--- config.mk ---
export PLATFORM = sky130hd
export DESIGN_NAME = pss_mod
export DESIGN_NICKNAME = d
export VERILOG_FILES = /design/src/hdl/pss_pkg.sv /design/src/hdl/pss_mod.sv
export SDC_FILE = /design/constraint.sdc
export NUM_CORES = 1
export LEC_CHECK = 0
export ABC_AREA = 1
export BUFFER_PORTS_ARGS = -buffer_cell sky130_fd_sc_hd__buf_2
export CAP_MARGIN = 10
export CORE_MARGIN = 3
export CORE_UTILIZATION = 55
export CTS_CLUSTER_DIAMETER = 120
export DETAILED_ROUTE_END_ITERATION = 8
export PLACE_DENSITY = 0.79
export SLEW_MARGIN = 20
export SYNTH_ARGS = -nofsm -noshare
export SYNTH_HDL_FRONTEND = slang
export SYNTH_SLANG_ARGS = --single-unit
--- constraint.sdc ---
create_clock -name clk_i -period 2.4 [get_ports clk_i]
set_clock_uncertainty 0.1 [all_clocks]
set_input_delay 0.24 -clock clk_i [delete_from_list [all_inputs] [get_ports clk_i]]
set_output_delay 0.24 -clock clk_i [all_outputs]
set_load 0.1 [all_outputs]
--- src/hdl/pss_pkg.sv ---
`timescale 1ns / 1ps

package pss_pkg;

  // Store geometry.
  localparam int NUM_PATTERNS = 8;
  localparam int MAX_STEPS    = 64;
  localparam int DEPTH        = NUM_PATTERNS * MAX_STEPS;
  localparam int PAT_W        = (NUM_PATTERNS > 1) ? $clog2(NUM_PATTERNS) : 1;
  localparam int STEP_W       = (MAX_STEPS > 1) ? $clog2(MAX_STEPS) : 1;
  localparam int ADDR_W       = $clog2(DEPTH);

  // Field widths.
  localparam int POS_W    = 40;
  localparam int FRAC_W   = 16;
  localparam int RES_W    = 2;
  localparam int MAX_RES  = 3;
  localparam int SHIFT_W  = POS_W + MAX_RES;
  localparam int WHOLE_W  = SHIFT_W - FRAC_W;
  localparam int LEN_W    = 7;
  localparam int SLOT_W   = 3;
  localparam int SNUM_W   = 6;
  localparam int EV_W     = 4;
  localparam int PROB_W   = 17;
  localparam int INT_W    = 16;
  localparam int SEED_W   = 32;
  localparam int CFG_W    = 32;
  localparam int CIDX_W   = 3;

  // Register reset values.
  localparam logic [RES_W-1:0] RESET_RES  = RES_W'(2);
  localparam logic [LEN_W-1:0] RESET_LEN  = LEN_W'(16);
  localparam logic [SEED_W-1:0] RESET_SEED = SEED_W'(1);

  typedef enum logic [1:0] {
    OP_ADVANCE = 2'd0,
    OP_WRITE   = 2'd1,
    OP_READ    = 2'd2,
    OP_RESTART = 2'd3
  } op_e;

  typedef enum logic [CIDX_W-1:0] {
    REG_ENABLED    = 3'd0,
    REG_RESOLUTION = 3'd1,
    REG_LENGTH     = 3'd2,
    REG_PATTERN    = 3'd3,
    REG_SEED       = 3'd4
  } reg_e;

  // One step of a pattern as it sits in the store.
  typedef struct packed {
    logic [EV_W-1:0]   ev;
    logic [PROB_W-1:0] prob;
    logic [INT_W-1:0]  inten;
  } step_t;

  function automatic logic [PAT_W-1:0] sat_pat(logic [SLOT_W-1:0] s);
    return (int'(s) >= NUM_PATTERNS) ? PAT_W'(NUM_PATTERNS - 1) : PAT_W'(s);
  endfunction

  function automatic logic [STEP_W-1:0] sat_step(logic [SNUM_W-1:0] s);
    return (int'(s) >= MAX_STEPS) ? STEP_W'(MAX_STEPS - 1) : STEP_W'(s);
  endfunction

  function automatic logic [ADDR_W-1:0] make_addr(logic [PAT_W-1:0] p,
                                                  logic [STEP_W-1:0] s);
    return ADDR_W'(p) * ADDR_W'(MAX_STEPS) + ADDR_W'(s);
  endfunction

endpackage

--- src/hdl/pss_mod.sv ---
`timescale 1ns / 1ps

// Restoring remainder unit: one dividend bit per cycle.
module pss_mod (
  input  logic                          clk_i,
  input  logic                          rst_ni,
  input  logic                          start_i,
  input  logic [pss_pkg::WHOLE_W-1:0]   dividend_i,
  input  logic [pss_pkg::LEN_W-1:0]     divisor_i,
  output logic                          done_o,
  output logic [pss_pkg::LEN_W-1:0]     rem_o
);

  localparam int CNT_W = $clog2(pss_pkg::WHOLE_W);

  logic                         busy_q;
  logic                         done_q;
  logic [CNT_W-1:0]             cnt_q;
  logic [pss_pkg::WHOLE_W-1:0]  dvd_q;
  logic [pss_pkg::LEN_W-1:0]    div_q;
  logic [pss_pkg::LEN_W-1:0]    rem_q;
  logic [pss_pkg::LEN_W:0]      trial;
  logic [pss_pkg::LEN_W:0]      diff;

  // Bring down the next dividend bit and subtract where it fits.
  assign trial = {rem_q, dvd_q[pss_pkg::WHOLE_W-1]};
  assign diff  = trial - {1'b0, div_q};

  always_ff @(posedge clk_i or negedge rst_ni) begin
    if (!rst_ni) begin
      busy_q <= 1'b0;
      done_q <= 1'b0;
      cnt_q  <= '0;
      dvd_q  <= '0;
      div_q  <= '0;
      rem_q  <= '0;
    end else begin
      done_q <= 1'b0;
      if (start_i) begin
        busy_q <= 1'b1;
        cnt_q  <= CNT_W'(pss_pkg::WHOLE_W - 1);
        dvd_q  <= dividend_i;
        div_q  <= divisor_i;
        rem_q  <= '0;
      end else if (busy_q) begin
        dvd_q <= dvd_q << 1;
        if (trial >= {1'b0, div_q}) begin
          rem_q <= diff[pss_pkg::LEN_W-1:0];
        end else begin
          rem_q <= trial[pss_pkg::LEN_W-1:0];
        end
        if (cnt_q == '0) begin
          busy_q <= 1'b0;
          done_q <= 1'b1;
        end else begin
          cnt_q <= cnt_q - 1'b1;
        end
      end
    end
  end

  assign done_o = done_q;
  assign rem_o  = rem_q;

endmodule

# Word level (Yosys, flattened, before mapping)

Cells that the tools add are included.

Flip-flop bits (word level): 48
Output and inout bits: 8
Logic and storage cells: 27

$add $sub $neg: 2
$lt $le $gt $ge: 1
Equal/unequal tests: 1
Multiplexer cells: 14
Reduce and logical (&&, ||, !) cells: 3

Operators with widths:

| operator                                                           | number |
|---|---|
| 27-bit two-way mux                                                 | 2 |
| 7-bit two-way mux                                                  | 3 |
| 5-bit two-way mux                                                  | 3 |
| 8-bit by 7-bit >= comparator with 1-bit output                     | 1 |
| 7-bit subtractor                                                   | 1 |
| 1-bit two-way mux                                                  | 6 |
| 5-bit logical NOT                                                  | 1 |
| 5-bit by 1-bit subtractor with 5-bit output, second input constant | 1 |
| 2-bit != test, second input constant                               | 1 |
| 2-bit AND reduction                                                | 1 |
| 2-bit nonzero test                                                 | 1 |

# Logic depth before layout (Yosys ltp)

Depth after elaboration: 4
Mapped depth: 11

# Worst setup path before layout

No wires, ideal clock.

Path kind: register -> register
From: reg rem_q (netlist bit rem_o[0])
To: reg rem_q (netlist bit rem_o[5])
Library setup time: 0.120 ns
Data arrival time: 2.220 ns
Setup slack: -0.040 ns
Stages on the path, launching flop included: 11
Path buffers: 0
Period minus slack after synthesis: 2.440 ns
Cells stage by stage: dfrtp_1 inv_1 fa_1 inv_1 nand3_1 nand2_1 nand2_1 nand3_4 nand3_1 nand3_1 nand2_1

Word-level cells in the longest chain between the ends: 4
Elaborated cells on any way between the ends: 5

RTL lines:

| item                                                                                      | RTL line                     | RTL |
|---|---|---|
| start: declaration                                                                        | pss_mod.sv:21                | `logic [pss_pkg::LEN_W-1:0] rem_q;` |
| start signal: assignment                                                                  | pss_mod.sv:48                | `rem_q <= diff[pss_pkg::LEN_W-1:0];` |
| start signal: assignment                                                                  | pss_mod.sv:50                | `rem_q <= trial[pss_pkg::LEN_W-1:0];` |
| 7-bit subtractor / 8-bit by 7-bit >= comparator with 1-bit output (equally long branches) | pss_mod.sv:27, pss_mod.sv:47 |  |
| 7-bit two-way mux *                                                                       | pss_mod.sv:47                | `if (trial >= {1'b0, div_q}) begin` |
| 7-bit two-way mux *                                                                       | pss_mod.sv:45                | `end else if (busy_q) begin` |
| 7-bit two-way mux *                                                                       | pss_mod.sv:39                | `if (start_i) begin` |

Every way passes the cells marked *; elsewhere a longest branch is shown, timed or not. The select of a mux whose other input is x is not followed.
A chain may end at the register's enable or synchronous reset.

# Final worst setup path

From: reg dvd_q[26] (netlist bit)
To: reg rem_q (netlist bit rem_o[0])

Word-level cells in the longest chain between the ends: 4
Elaborated cells on any way between the ends: 5

RTL lines:

| item                                                                                      | RTL line                     | RTL |
|---|---|---|
| start: declaration                                                                        | pss_mod.sv:19                | `logic [pss_pkg::WHOLE_W-1:0] dvd_q;` |
| start signal: assignment                                                                  | pss_mod.sv:42                | `dvd_q <= dividend_i;` |
| start signal: assignment                                                                  | pss_mod.sv:46                | `dvd_q <= dvd_q << 1;` |
| 7-bit subtractor / 8-bit by 7-bit >= comparator with 1-bit output (equally long branches) | pss_mod.sv:27, pss_mod.sv:47 |  |
| 7-bit two-way mux *                                                                       | pss_mod.sv:47                |  |
| 7-bit two-way mux *                                                                       | pss_mod.sv:45                |  |
| 7-bit two-way mux *                                                                       | pss_mod.sv:39                |  |

Marks and branches as above.

==> metrics.csv <==
stage,metric,value,unit
logic_synthesis,gate count of the mapped netlist,291,
worst_setup_path,worst r2r src,dvd_q[26]$_DFFE_PN0P_,
grt,GRT overflow,0,
place,Area after DPL,0.00278,mm²
sta,Final setup violation count,0,
place,port buffer count,44,
clock_tree,hold buffer count at cts,1,
logic_synthesis,"Seq/Total Area, Yosys",0.475,
sta,final setup TNS,0,ns
worst_setup_path,CP max FO,7,
clock_tree,Inserted Clock Buffers,5,
sta,Fmax,511,MHz
min_path,hold path start,dividend_i[10],
place,routability cong.,0.901,
grt,initial antenna violation count,0,
clock_tree,clock buffer depth,2,
logic_synthesis,synth unique cells,31,
clock_tree,TritonCTS clock tree,done,
floorplan,Die W,73.8,µm
power,LEAKAGE,0.00155,µW
sta,"Hold Vio Cnt, Final",0,
cells_and_area,fin area,0.00288,mm²
grt,number of global-route vias before repair,1887,
logic_synthesis,total number of yosys warnings,0,
power,Power per Cell Area,924,mW/mm²
place,Final HPWL DP,3710,µm
sta,final slew viol count,0,
cells_and_area,# diodes,0,
worst_setup_path,Arrival @ worst endpoint,2.05,ns
grt,gr busiest metal,met2,
drt,Avg WL per Cell,12.7,µm
cells_and_area,Nets,384,
sta,worst slew pin tran,0.486,ns
floorplan,full die area,0.00545,mm²
clock_tree,Clock transition at path regs,0.09,ns
floorplan,CORE AREA,0.00441,mm²
worst_setup_path,"Cell Chain, Critical Path","inv_1, ha_1, fa_1, inv_1, nand3_1, nand2_1, nand2_1, nand3_4, nand2_1, nand3_1, nand2_1",
clock_tree,CTS H-tree depth,2,
clock_tree,Sink Count,48,
sta,Final period util,0.815,
floorplan,Site Rows,24,
cells_and_area,"commonest cells after routing, fill and taps aside","nand2_1, inv_1, dfrtp_1",
drt,Residual DRC,0,
clock_tree,PostCTS Resize Cnt,0,
drt,via count,2071,
logic_synthesis,synthesized cell area,0.00253,mm²
sta,Max transition margin,0.678,
drt,initial drt markers,121,
drt,Vias/cell,5.31,
worst_setup_path,CP endpoint kind,flop,
grt,met1 usage,0.271,
cells_and_area,"most common cell after layout, fill and taps aside",nand2_1,
worst_setup_path,Worst Setup SP,dvd_q[26]$_DFFE_PN0P_,
cells_and_area,layout cell share with drive strength beyond 1,0.201,
cells_and_area,area grow syn2layout,13.8,%
worst_setup_path,Critical Path RT,2.49,ns
clock_tree,Post-CTS Setup Inserts,0,
worst_setup_path,WS Path Type,reg -> reg,
floorplan,Ports,45,
logic_synthesis,syn_area_per_cell,8.70,µm²
worst_setup_path,Critical Path Source Type,flop,
min_path,worst min-delay path class,in -> reg,
clock_tree,Worst-Skew Late Latency,0.30,ns
job,max cap viols,0,
sta,"Min Clock Period, post-route",1.96,ns
grt,met2 usage,0.321,
floorplan,starting density of the core,0.573,
worst_setup_path,"Slowest-stage cell, CP",fa_1,
drt,DR pass1 iterations,4,
sta,RSZ-0062 raised after global routing,false,
worst_setup_path,largest stage delay on the critical path,0.40,ns
grt,GR Util met3,0.0520,
floorplan,Die Span Y,73.8,µm
drt,post-route ant nets,0,
clock_tree,clock root cell,clkbuf_8,
drt,"wirelength, routed",4960,µm
grt,global-route wire length before repair,8490,µm
run_status,outcome,"complete, no violations",
logic_synthesis,Post-Syn Nets,338,
power,Peak VDD IR,0.529,mV
grt,largest net degree at the start of global routing,35,
grt,GRT Overall Usage,0.200,
logic_synthesis,#FFs+latches synth,48,
worst_setup_path,CP most frequent cell,nand2_1,
## power breakdown
| group | switching (µW) | internal (µW) |
|---|---|---|
| clock network | 279 | 208 |
| registers | 74.4 | 914 |
| logic | 832 | 355 |
## critical path: cells and delay by family (launching register included)
family                     cells  cell delay, ns
adders and majority gates      2            0.63
buffers and inverters          2            0.16
DFF                            1            0.33
and+or+nand+nor                7            0.63
## cells by family (layout without fill, tap and decap cells)
| kind of cell | after synthesis | in the layout | share of synthesized area |
|---|---|---|---|
| AOI/OAI and AO/OA | 41 | 41 | 0.128 |
| xor gates and xnor gates | 3 | 3 | 0.0104 |
| adders and majority gates | 10 | 10 | 0.0524 |
| buffers and inverters | 66 | 113 | 0.110 |
| DFF | 48 | 48 | 0.475 |
| and+or+nand+nor | 123 | 123 | 0.225 |
## sequential cells by signal (all words and copies together), names as in the netlist
| signal | count |
|---|---|
| dvd_q | 27 |
| div_q | 7 |
| rem_o | 7 |
| cnt_q | 5 |
| busy_q | 1 |
| done_o | 1 |
## worst paths after layout
| path | endpoint | slack, ns | cells past startpoint |
|---|---|---|---|
| max | rem_o[0]$_DFFE_PN0P_ | 0.44 | 11 |
| min | dvd_q[10]$_DFFE_PN0P_ | 0.04 | 3 |
| max reg2reg | rem_o[0]$_DFFE_PN0P_ | 0.44 | 11 |
| min reg2reg | div_q[0]$_DFFE_PN0P_ | 0.39 | 2 |
| max in group asynchronous | dvd_q[23]$_DFFE_PN0P_ | 1.22 | 3 |
| min in group asynchronous | rem_o[6]$_DFFE_PN0P_ | 0.25 | 2 |
## through the flow
step / util / setup WS [ns] / power [µW] / cells / hold WS, ns
3_5_place_dp: 0.630 / 0.469 / 2190 / 381 / 0.0562
3_3_place_gp: 0.630 / 0.545 / 2160 / 381 / 0.0571
4_1_cts: 0.652 / 0.449 / 2680 / 390 / 0.0342
5_1_grt: 0.652 / 0.307 / 2840 / 390 / 0.0318
6_report: 0.652 / 0.444 / 2660 / 390 / 0.0382
2_1_floorplan: - / 0.145 / 1950 / 291 / -0.156
## final cells by class
type | instances | area [µm²]
Timing Repair Buffer | 48 | 253
Tap cell | 52 | 65.1
Inverter | 57 | 219
Multi-Input combinational cell | 177 | 1050
Clock inverter | 2 | 16.3
Sequential cell | 48 | 1200
Fill cell | 381 | 1530
Clock buffer | 6 | 72.6
## per-layer routing
metal / vias up / routed length [µm]
li1: 1042 / -
met1: 965 / 2250
met5: - / 0
met3: 2 / 285
met4: 0 / 19
met2: 62 / 2400
## cells in the mapped netlist
library cell | n | area share
a21oi_1 | 2 | 0.0040
a21oi_4 | 1 | 0.0064
a32oi_1 | 1 | 0.0035
buf_1 | 1 | 0.0015
buf_2 | 2 | 0.0040
buf_6 | 3 | 0.013
clkbuf_1 | 3 | 0.0044
dfrtp_1 | 48 | 0.47
fa_1 | 1 | 0.0079
ha_1 | 9 | 0.044
inv_1 | 52 | 0.077
inv_2 | 3 | 0.0044
inv_4 | 2 | 0.0049
nand2_1 | 83 | 0.12
nand2_2 | 1 | 0.0025
nand3_1 | 19 | 0.038
nand3_4 | 1 | 0.0069
nand3b_1 | 4 | 0.012
nand4_1 | 2 | 0.0049
nand4_2 | 1 | 0.0049
nor2_1 | 8 | 0.012
nor2_8 | 2 | 0.016
nor3_1 | 1 | 0.0020
o21ai_0 | 8 | 0.016
o21ai_1 | 1 | 0.0020
o21ai_2 | 1 | 0.0035
o221ai_1 | 26 | 0.090
o31ai_1 | 1 | 0.0030
or2_4 | 1 | 0.0035
xnor2_1 | 2 | 0.0069
xor2_1 | 1 | 0.0035
Note: power is estimated with default switching activity, not from simulation.
